File: config.mk
export PLATFORM = sky130hd
export DESIGN_NAME = gre_enhanced_framer_deframer
export DESIGN_NICKNAME = d
export VERILOG_FILES = /design/src/hdl/gef_pkg.sv /design/src/hdl/gef_front.sv /design/src/hdl/gef_cmd_queue.sv /design/src/hdl/gef_back.sv /design/src/hdl/gre_enhanced_framer_deframer.sv
export SDC_FILE = /design/constraint.sdc
export NUM_CORES = 1
export LEC_CHECK = 0
export BUFFER_PORTS_ARGS = -buffer_cell sky130_fd_sc_hd__buf_2
export CORE_AREA = 5 5 297 183
export DETAILED_ROUTE_END_ITERATION = 10
export DIE_AREA = 0 0 302 188
export PLACE_DENSITY = 0.65
export SYNTH_ARGS = -nofsm -noshare
export SYNTH_HDL_FRONTEND = slang
export SYNTH_SLANG_ARGS = --single-unit
File: constraint.sdc
create_clock -name clk -period 9.09 [get_ports clk]
set_clock_uncertainty 0.1 [all_clocks]
set_input_delay 0.909 -clock clk [delete_from_list [all_inputs] [get_ports clk]]
set_output_delay 0.909 -clock clk [all_outputs]
set_load 0.01 [all_outputs]
File: src/hdl/gef_pkg.sv
package gef_pkg;

    // Input opcodes.
    localparam logic [1:0] OP_TX_BYTE = 2'd0;
    localparam logic [1:0] OP_RX_BYTE = 2'd1;
    localparam logic [1:0] OP_SEND_ACK = 2'd2;
    localparam logic [1:0] OP_UNUSED = 2'd3;

    // Configuration register indexes.
    localparam logic CFG_PROTOCOL_TYPE = 1'b0;
    localparam logic CFG_PEER_CALL_ID = 1'b1;

    // Register reset values.
    localparam logic [15:0] PROTOCOL_TYPE_RESET = 16'h880B;
    localparam logic [15:0] PEER_CALL_ID_RESET = 16'h0000;
    localparam logic [31:0] ACK_NONE = 32'hFFFF_FFFF;

    // Header flag words and receive flag masks.
    localparam logic [15:0] FLAGS_DATA = 16'h3001;
    localparam logic [15:0] FLAGS_DATA_ACK = 16'h3081;
    localparam logic [15:0] FLAGS_ACK_ONLY = 16'h2081;
    localparam logic [15:0] FLAG_SEQ_MASK = 16'h1000;
    localparam logic [15:0] FLAG_ACK_MASK = 16'h0080;

    // Command kinds handed from the front to the back.
    localparam logic [1:0] CMD_TX_HEADER = 2'd0;
    localparam logic [1:0] CMD_TX_BYTE = 2'd1;
    localparam logic [1:0] CMD_ACK_ONLY = 2'd2;
    localparam logic [1:0] CMD_RX_BYTE = 2'd3;

    // Byte counter inside one command, up to 17 bytes.
    localparam int CNT_W = 5;

    localparam int QUEUE_DEPTH_DEFAULT = 4;

    typedef struct packed {
        logic [1:0]  kind;
        logic        pend;
        logic [31:0] seq;
        logic [31:0] ack;
        logic [15:0] plen;
        logic [7:0]  data;
        logic        last;
    } cmd_t;

endpackage

File: src/hdl/gef_front.sv
module gef_front
(
    input  logic                clk,
    input  logic                rst_n,
    input  logic                in_valid,
    output logic                in_ready,
    input  logic [1:0]          opcode,
    input  logic [7:0]          data_byte,
    input  logic                first_byte,
    input  logic                last_byte,
    input  logic [15:0]         payload_length,
    input  logic                queue_full,
    output logic                push,
    output gef_pkg::cmd_t       push_cmd
);

    logic [31:0] sequence_counter_reg, sequence_counter_next;
    logic [31:0] ack_number_reg, ack_number_next;
    logic [31:0] last_sent_ack_reg, last_sent_ack_next;
    logic [15:0] rx_position_reg, rx_position_next;
    logic [15:0] rx_flag_word_reg, rx_flag_word_next;
    logic [15:0] rx_length_reg, rx_length_next;
    logic [31:0] rx_seq_gather_reg, rx_seq_gather_next;

    logic        accept;
    logic        pend;
    logic [15:0] pos;
    logic [4:0]  hdr_end;
    logic [15:0] idx;
    logic [16:0] idx_plus;
    logic        rx_emit;
    logic        rx_last;

    assign in_ready = !queue_full;
    assign accept = in_valid && in_ready;
    assign pend = ack_number_reg != last_sent_ack_reg;

    // Receive header parser for the byte at hand.
    always_comb
    begin
        rx_flag_word_next = rx_flag_word_reg;
        rx_length_next = rx_length_reg;
        rx_seq_gather_next = rx_seq_gather_reg;
        rx_emit = 1'b0;
        rx_last = 1'b0;
        hdr_end = 5'd8;
        idx = 16'd0;
        idx_plus = 17'd0;
        pos = first_byte ? 16'd0 : rx_position_reg;
        rx_position_next = pos;
        if (pos != 16'hFFFF)
        begin
            if (pos <= 16'd1)
            begin
                rx_flag_word_next = {rx_flag_word_reg[7:0], data_byte};
            end
            else if (pos == 16'd4 || pos == 16'd5)
            begin
                rx_length_next = {rx_length_reg[7:0], data_byte};
            end
            if ((rx_flag_word_next & gef_pkg::FLAG_SEQ_MASK) != 16'd0)
            begin
                if (pos >= 16'd8 && pos <= 16'd11)
                begin
                    rx_seq_gather_next = {rx_seq_gather_reg[23:0], data_byte};
                end
                hdr_end = hdr_end + 5'd4;
            end
            if (pos >= 16'd2 && (rx_flag_word_next & gef_pkg::FLAG_ACK_MASK) != 16'd0)
            begin
                hdr_end = hdr_end + 5'd4;
            end
            idx = pos - {11'd0, hdr_end};
            idx_plus = {1'b0, idx} + 17'd1;
            if (pos >= 16'd8 && pos >= {11'd0, hdr_end} && idx < rx_length_next)
            begin
                rx_emit = 1'b1;
                rx_last = idx_plus == {1'b0, rx_length_next};
            end
            rx_position_next = pos + 16'd1;
        end
        if (last_byte)
        begin
            rx_position_next = 16'd0;
        end
    end

    // Classify the request, update the link state and build the command.
    always_comb
    begin
        sequence_counter_next = sequence_counter_reg;
        ack_number_next = ack_number_reg;
        last_sent_ack_next = last_sent_ack_reg;
        push = 1'b0;
        push_cmd.kind = gef_pkg::CMD_TX_BYTE;
        push_cmd.pend = pend;
        push_cmd.seq = sequence_counter_reg;
        push_cmd.ack = ack_number_reg;
        push_cmd.plen = payload_length;
        push_cmd.data = data_byte;
        push_cmd.last = last_byte;
        if (accept)
        begin
            case (opcode)
                gef_pkg::OP_TX_BYTE:
                begin
                    push = 1'b1;
                    if (first_byte)
                    begin
                        push_cmd.kind = gef_pkg::CMD_TX_HEADER;
                        sequence_counter_next = sequence_counter_reg + 32'd1;
                        if (pend)
                        begin
                            last_sent_ack_next = ack_number_reg;
                        end
                    end
                end
                gef_pkg::OP_RX_BYTE:
                begin
                    push = rx_emit;
                    push_cmd.kind = gef_pkg::CMD_RX_BYTE;
                    push_cmd.last = rx_last;
                    if (pos == 16'd11 && (rx_flag_word_next & gef_pkg::FLAG_SEQ_MASK) != 16'd0)
                    begin
                        ack_number_next = rx_seq_gather_next;
                    end
                end
                gef_pkg::OP_SEND_ACK:
                begin
                    push_cmd.kind = gef_pkg::CMD_ACK_ONLY;
                    if (pend)
                    begin
                        push = 1'b1;
                        last_sent_ack_next = ack_number_reg;
                    end
                end
                default:
                begin
                    push = 1'b0;
                end
            endcase
        end
    end

    // Link and parser state.
    always_ff @(posedge clk or negedge rst_n)
    begin
        if (!rst_n)
        begin
            sequence_counter_reg <= 32'd0;
            ack_number_reg <= gef_pkg::ACK_NONE;
            last_sent_ack_reg <= gef_pkg::ACK_NONE;
            rx_position_reg <= 16'd0;
            rx_flag_word_reg <= 16'd0;
            rx_length_reg <= 16'd0;
            rx_seq_gather_reg <= 32'd0;
        end
        else
        begin
            sequence_counter_reg <= sequence_counter_next;
            ack_number_reg <= ack_number_next;
            last_sent_ack_reg <= last_sent_ack_next;
            if (accept && opcode == gef_pkg::OP_RX_BYTE)
            begin
                rx_position_reg <= rx_position_next;
                rx_flag_word_reg <= rx_flag_word_next;
                rx_length_reg <= rx_length_next;
                rx_seq_gather_reg <= rx_seq_gather_next;
            end
        end
    end

endmodule

File: src/hdl/gef_cmd_queue.sv
module gef_cmd_queue
#(
    parameter int DEPTH = gef_pkg::QUEUE_DEPTH_DEFAULT
)
(
    input  logic            clk,
    input  logic            rst_n,
    input  logic            push,
    input  gef_pkg::cmd_t   push_cmd,
    output logic            full,
    input  logic            pop,
    output logic            head_valid,
    output gef_pkg::cmd_t   head_cmd
);

    localparam int PTR_W = (DEPTH > 1) ? $clog2(DEPTH) : 1;
    localparam int CNT_W = $clog2(DEPTH + 1);
    localparam logic [PTR_W-1:0] PTR_LAST = PTR_W'(DEPTH - 1);

    gef_pkg::cmd_t  slot_reg [DEPTH];
    logic [PTR_W-1:0] wr_ptr_reg, wr_ptr_next;
    logic [PTR_W-1:0] rd_ptr_reg, rd_ptr_next;
    logic [CNT_W-1:0] count_reg, count_next;
    logic             do_push;
    logic             do_pop;

    assign full = count_reg == CNT_W'(DEPTH);
    assign head_valid = count_reg != '0;
    assign head_cmd = slot_reg[rd_ptr_reg];
    assign do_push = push && !full;
    assign do_pop = pop && head_valid;

    // Pointer and fill count.
    always_comb
    begin
        wr_ptr_next = wr_ptr_reg;
        rd_ptr_next = rd_ptr_reg;
        count_next = count_reg;
        if (do_push)
        begin
            wr_ptr_next = (wr_ptr_reg == PTR_LAST) ? '0 : wr_ptr_reg + PTR_W'(1);
        end
        if (do_pop)
        begin
            rd_ptr_next = (rd_ptr_reg == PTR_LAST) ? '0 : rd_ptr_reg + PTR_W'(1);
        end
        if (do_push && !do_pop)
        begin
            count_next = count_reg + CNT_W'(1);
        end
        else if (do_pop && !do_push)
        begin
            count_next = count_reg - CNT_W'(1);
        end
    end

    always_ff @(posedge clk or negedge rst_n)
    begin
        if (!rst_n)
        begin
            wr_ptr_reg <= '0;
            rd_ptr_reg <= '0;
            count_reg <= '0;
        end
        else
        begin
            wr_ptr_reg <= wr_ptr_next;
            rd_ptr_reg <= rd_ptr_next;
            count_reg <= count_next;
        end
    end

    // Command storage.
    always_ff @(posedge clk)
    begin
        if (do_push)
        begin
            slot_reg[wr_ptr_reg] <= push_cmd;
        end
    end

endmodule

File: src/hdl/gef_back.sv
module gef_back
(
    input  logic            clk,
    input  logic            rst_n,
    input  logic [15:0]     protocol_type,
    input  logic [15:0]     peer_call_id,
    input  logic            cmd_valid,
    input  gef_pkg::cmd_t   cmd,
    output logic            pop,
    output logic            out_valid,
    input  logic            out_ready,
    output logic [7:0]      out_byte,
    output logic            out_kind,
    output logic            out_last
);

    localparam int CW = gef_pkg::CNT_W;

    logic [CW-1:0] cnt_reg, cnt_next;
    logic          out_valid_reg, out_valid_next;
    logic [7:0]    out_byte_reg, out_byte_next;
    logic          out_kind_reg, out_kind_next;
    logic          out_last_reg, out_last_next;

    logic          load;
    logic [CW-1:0] final_cnt;
    logic [15:0]   flags;
    logic [15:0]   length;
    logic [31:0]   word32;
    logic [7:0]    sel_byte;
    logic          sel_last;
    logic          is_ack;

    assign is_ack = cmd.kind == gef_pkg::CMD_ACK_ONLY;
    assign load = cmd_valid && (!out_valid_reg || out_ready);
    assign pop = load && cnt_reg == final_cnt;

    // Index of the closing byte of the command.
    always_comb
    begin
        case (cmd.kind)
            gef_pkg::CMD_TX_HEADER: final_cnt = cmd.pend ? CW'(16) : CW'(12);
            gef_pkg::CMD_ACK_ONLY:  final_cnt = CW'(11);
            default:                final_cnt = CW'(0);
        endcase
    end

    // Pick the wire byte for the current position.
    always_comb
    begin
        flags = is_ack ? gef_pkg::FLAGS_ACK_ONLY
              : (cmd.pend ? gef_pkg::FLAGS_DATA_ACK : gef_pkg::FLAGS_DATA);
        length = is_ack ? 16'd0 : cmd.plen;
        word32 = is_ack ? cmd.ack : cmd.seq;
        sel_last = is_ack ? (cnt_reg == final_cnt) : (cnt_reg == final_cnt && cmd.last);
        if (!is_ack && cnt_reg == final_cnt)
        begin
            sel_byte = cmd.data;
        end
        else
        begin
            case (cnt_reg)
                CW'(0):  sel_byte = flags[15:8];
                CW'(1):  sel_byte = flags[7:0];
                CW'(2):  sel_byte = protocol_type[15:8];
                CW'(3):  sel_byte = protocol_type[7:0];
                CW'(4):  sel_byte = length[15:8];
                CW'(5):  sel_byte = length[7:0];
                CW'(6):  sel_byte = peer_call_id[15:8];
                CW'(7):  sel_byte = peer_call_id[7:0];
                CW'(8):  sel_byte = word32[31:24];
                CW'(9):  sel_byte = word32[23:16];
                CW'(10): sel_byte = word32[15:8];
                CW'(11): sel_byte = word32[7:0];
                CW'(12): sel_byte = cmd.ack[31:24];
                CW'(13): sel_byte = cmd.ack[23:16];
                CW'(14): sel_byte = cmd.ack[15:8];
                CW'(15): sel_byte = cmd.ack[7:0];
                default: sel_byte = cmd.data;
            endcase
        end
    end

    // Output register and byte counter.
    always_comb
    begin
        cnt_next = cnt_reg;
        out_valid_next = out_valid_reg;
        out_byte_next = out_byte_reg;
        out_kind_next = out_kind_reg;
        out_last_next = out_last_reg;
        if (load)
        begin
            out_valid_next = 1'b1;
            out_byte_next = sel_byte;
            out_kind_next = cmd.kind == gef_pkg::CMD_RX_BYTE;
            out_last_next = sel_last;
            cnt_next = (cnt_reg == final_cnt) ? '0 : cnt_reg + CW'(1);
        end
        else if (out_ready)
        begin
            out_valid_next = 1'b0;
        end
    end

    always_ff @(posedge clk or negedge rst_n)
    begin
        if (!rst_n)
        begin
            cnt_reg <= '0;
            out_valid_reg <= 1'b0;
        end
        else
        begin
            cnt_reg <= cnt_next;
            out_valid_reg <= out_valid_next;
        end
    end

    always_ff @(posedge clk)
    begin
        out_byte_reg <= out_byte_next;
        out_kind_reg <= out_kind_next;
        out_last_reg <= out_last_next;
    end

    assign out_valid = out_valid_reg;
    assign out_byte = out_byte_reg;
    assign out_kind = out_kind_reg;
    assign out_last = out_last_reg;

endmodule

File: src/hdl/gre_enhanced_framer_deframer.sv
// Enhanced GRE framer and deframer. Requests enter one per cycle while the command queue
// (QUEUE_DEPTH entries) has room; the front updates the sequence, acknowledgement and
// receive parser state at acceptance and queues at most one command per request. The back
// drives one wire byte per cycle while out_ready allows, through a registered output: a
// packet start emits 13 bytes, or 17 with a pending acknowledgement, an ack-only request 12
// bytes, and any other transmit or received payload byte one. The output byte rate of the
// back therefore sets the sustained rate; a result passes the command queue and then the
// output register. Configuration writes are taken at once and belong only in idle periods.
module gre_enhanced_framer_deframer
#(
    parameter int QUEUE_DEPTH = gef_pkg::QUEUE_DEPTH_DEFAULT
)
(
    input  logic        clk,
    input  logic        rst_n,
    input  logic        cfg_write,
    input  logic        cfg_index,
    input  logic [15:0] cfg_data,
    input  logic        in_valid,
    output logic        in_ready,
    input  logic [1:0]  opcode,
    input  logic [7:0]  data_byte,
    input  logic        first_byte,
    input  logic        last_byte,
    input  logic [15:0] payload_length,
    output logic        out_valid,
    input  logic        out_ready,
    output logic [7:0]  out_byte,
    output logic        out_kind,
    output logic        out_last
);

    logic [15:0]   protocol_type_reg;
    logic [15:0]   peer_call_id_reg;
    logic          queue_full;
    logic          push;
    gef_pkg::cmd_t push_cmd;
    logic          pop;
    logic          head_valid;
    gef_pkg::cmd_t head_cmd;

    // Configuration registers.
    always_ff @(posedge clk or negedge rst_n)
    begin
        if (!rst_n)
        begin
            protocol_type_reg <= gef_pkg::PROTOCOL_TYPE_RESET;
            peer_call_id_reg <= gef_pkg::PEER_CALL_ID_RESET;
        end
        else if (cfg_write)
        begin
            case (cfg_index)
                gef_pkg::CFG_PROTOCOL_TYPE: protocol_type_reg <= cfg_data;
                gef_pkg::CFG_PEER_CALL_ID:  peer_call_id_reg <= cfg_data;
                default:                    protocol_type_reg <= protocol_type_reg;
            endcase
        end
    end

    gef_front u_front
    (
        .clk            (clk),
        .rst_n          (rst_n),
        .in_valid       (in_valid),
        .in_ready       (in_ready),
        .opcode         (opcode),
        .data_byte      (data_byte),
        .first_byte     (first_byte),
        .last_byte      (last_byte),
        .payload_length (payload_length),
        .queue_full     (queue_full),
        .push           (push),
        .push_cmd       (push_cmd)
    );

    gef_cmd_queue #(.DEPTH(QUEUE_DEPTH)) u_queue
    (
        .clk        (clk),
        .rst_n      (rst_n),
        .push       (push),
        .push_cmd   (push_cmd),
        .full       (queue_full),
        .pop        (pop),
        .head_valid (head_valid),
        .head_cmd   (head_cmd)
    );

    gef_back u_back
    (
        .clk           (clk),
        .rst_n         (rst_n),
        .protocol_type (protocol_type_reg),
        .peer_call_id  (peer_call_id_reg),
        .cmd_valid     (head_valid),
        .cmd           (head_cmd),
        .pop           (pop),
        .out_valid     (out_valid),
        .out_ready     (out_ready),
        .out_byte      (out_byte),
        .out_kind      (out_kind),
        .out_last      (out_last)
    );

endmodule
==> metrics <==
status=complete, no violations; final worst path period share=81.9%; Critical Path Fanout Max=34; Final Net Count=1774; EDFF count, synth=378; post-cts sizing count=0; Mean Syn Cell Area=15.6 um2; Starting Density=49.0%; worst path bufs/invs=2; CTS Hold Bufs=0; Sw Pwr=2.40 mW; core area=0.0516 mm2; Non-Filler Instances=2429; setup violators final=0; max-cap viol count=0; clock latency on the worst-skew pair=600 ps; most used cell, CP=ha_1; CP Launch Point=u_front.rx_position_reg[6]; H-tree levels=2; Design Area, Final=0.0282 mm2; count of input and output buffers=61; number of global-route vias before repair=14347; total track usage=20.9%; layout cells sized above 1=28.6%; dpl cells=2329; Antenna Violating Nets Remaining=0; synthesized area=0.0252 mm2; Hold Crit Class=primary input to async pin; clock slew at reported path FFs=70 ps; internal power=5.23 mW; die width=302 um; worst path cell trace=or4_4 > or3_1 > nor2_1 > a21oi_1 > nor2_1 > mux2_2 > ha_1 > ha_1 > fa_1 > nor2b_1 > or2_1 > nor3_1 > o21ai_1 > ha_1 > nor2b_1 > o21ai_0 > nand2b_1 > a21oi_1 > o211ai_1 > a31o_2 > a211oi_1 > buf_4 > and2_4 > buf_4; Static Leakage=10.2 nW; first-pass GRT wire length=90600 um; CTS tree=yes; pwr dens=271 mW/mm2; setup slack after layout=1640 ps; worst rel slew slack=8.04%; switching share of power=31.5%; Synth Flop Type=edfxtp_1; Post-DP Area=0.0263 mm2; crit path DAT=7580 ps; Total Wirelength=59100 um; fmax=134 MHz; vias per inst=5.95; worst-margin pin slew=1380 ps; drt pass-1 iters=5; Mapped Nets=1714; RR Startpoint=u_front.rx_position_reg[6]; drt initial violations=1345; sequential area share after synthesis=65.1%; CP max-delay cell=or4_4; Seq. cell area=0.0164 mm2; # IOs=62; crit path kind=flip-flop to flip-flop; Synth-to-Final Area Change=11.5%; Combinational Power Share=27.9%; drt drc=0; die height=188 um; initial antenna violation count=2; largest net degree at the start of global routing=93; gr ovfl total=0; die area=0.0568 mm2; number of setup buffers added after CTS=0; Final Util=54.6%; Clk pwr share=30.1%; fin. max-slew vios=0; FP Rows=65; clock buffer count from CTS=53; CP required=9230 ps; routability congestion estimate=0.937; CTS Sinks=578; Worst path max stage delay=620 ps; Crit path max-delay family=simple AND/OR/NAND/NOR gates; unique cell type count in the Yosys netlist=81; Cells after Synth=1621; total power=7.64 mW; multi-input logic area=0.00835 mm2; worst-case vdd ir drop=0.152 mV; fill count=4079; Synth Register Bits=578; CTS Buffer Depth=3; CTS root buffer=clkbuf_16; unrepaired setup endpoints after global routing=false; total number of vias=14462; sum of negative setup slack=0 ps; minimum clock period=7450 ps; worst hold margin=254 ps; routed len/inst=24.3 um; max FFs per register=368; asr flop ratio synth=34.6%; Worst setup EP type=flip-flop; Worst setup SP type=flip-flop; worst slack at placement=1340 ps; hpwl dp=40300 um; sequential share of power=42.0%; Yosys warnings=0; final hold violations=0
cell usage after synthesis, types with 20 or more instances:
| library cell | instances | share of area [%] |
|---|---|---|
| edfxtp_1 | 378 | 45 |
| mux2_2 | 133 | 5.9 |
| dfrtp_1 | 131 | 13 |
| nand2_1 | 94 | 1.4 |
| mux4_2 | 92 | 8.2 |
| nor2_1 | 76 | 1.1 |
| xnor2_1 | 71 | 2.5 |
| dfstp_2 | 69 | 7.2 |
| a21oi_1 | 61 | 1.2 |
| clkbuf_1 | 51 | 0.76 |
| ha_1 | 41 | 2.0 |
| nand3_1 | 33 | 0.65 |
| mux2i_1 | 32 | 1.3 |
| o21ai_0 | 32 | 0.63 |
| inv_1 | 28 | 0.42 |
| nor3_1 | 24 | 0.48 |
| a22oi_1 | 22 | 0.65 |
| nand4_1 | 20 | 0.50 |
area by class of cell:
type | count | share of cell area (%)
Multi-Input combinational cell | 935 | 29.6
Tap cell | 703 | 3.12
Sequential cell | 578 | 58.4
Clock inverter | 20 | 0.773
Inverter | 28 | 0.373
Clock buffer | 79 | 5.71
Timing Repair Buffer | 85 | 1.93
Antenna cell | 1 | 0.00889
path summary, 6_finish.rpt:
path	slack (ps)	end	depth (start not counted)
worst max-delay path	1640	u_queue.slot_reg[0][28]	24
worst min register to register	390	u_back.out_valid	2
worst max register to register	1640	u_queue.slot_reg[0][28]	24
max in group asynchronous	7110	u_queue.rd_ptr_reg[1]	2
worst min-delay path	250	u_front.rx_seq_gather_reg[17]	1
min in group clk	390	u_back.out_valid	2
placed cells by master, fill, tap and decap left out, drive strengths merged, types with 61 or more instances in the layout:
cell type,count
nor2,77
buf,84
xnor2,72
mux4,92
mux2,133
dfstp,69
nand2,95
clkbuf,80
edfxtp,378
a21oi,61
dfrtp,131
kinds of logic after synthesis:
logic type / after synthesis / share of synthesized area [%]
flip-flops: 578 / 65.1
AND/OR/NAND/NOR: 339 / 6.80
multiplexers: 257 / 15.4
AO/OA/AOI/OAI: 209 / 5.54
buffers and inverters: 108 / 1.89
XOR/XNOR: 87 / 3.05
adder cells (fa/ha/maj): 43 / 2.19
power groups by stage:
stage | combinational (mW) | sequential, mW | clock (mW)
3_5_place_dp | 2.10 | 3.26 | 0
3_3_place_gp | 2.09 | 3.25 | 0
4_1_cts | 2.11 | 3.21 | 2.35
6_report | 2.13 | 3.21 | 2.30
5_1_grt | 2.31 | 3.23 | 2.47
2_1_floorplan | 1.52 | 3.19 | 0
metal layers:
layer	global-route usage, %	part of all wire (%)
met2	28.0	41
met5	0	0
met4	3.91	1.4
met3	6.54	10
met1	33.7	47
worst register-to-register path: cells and delay by family (launching register included):
kind,cells,cell delay [ps]
muxes,1,360
buffers and inverters,2,620
adders and majority gates,4,1250
and+or+nand+nor,10,2790
AOI/OAI and AO/OA,7,1420
DFF,1,550
(Power assumes the default switching activity.)
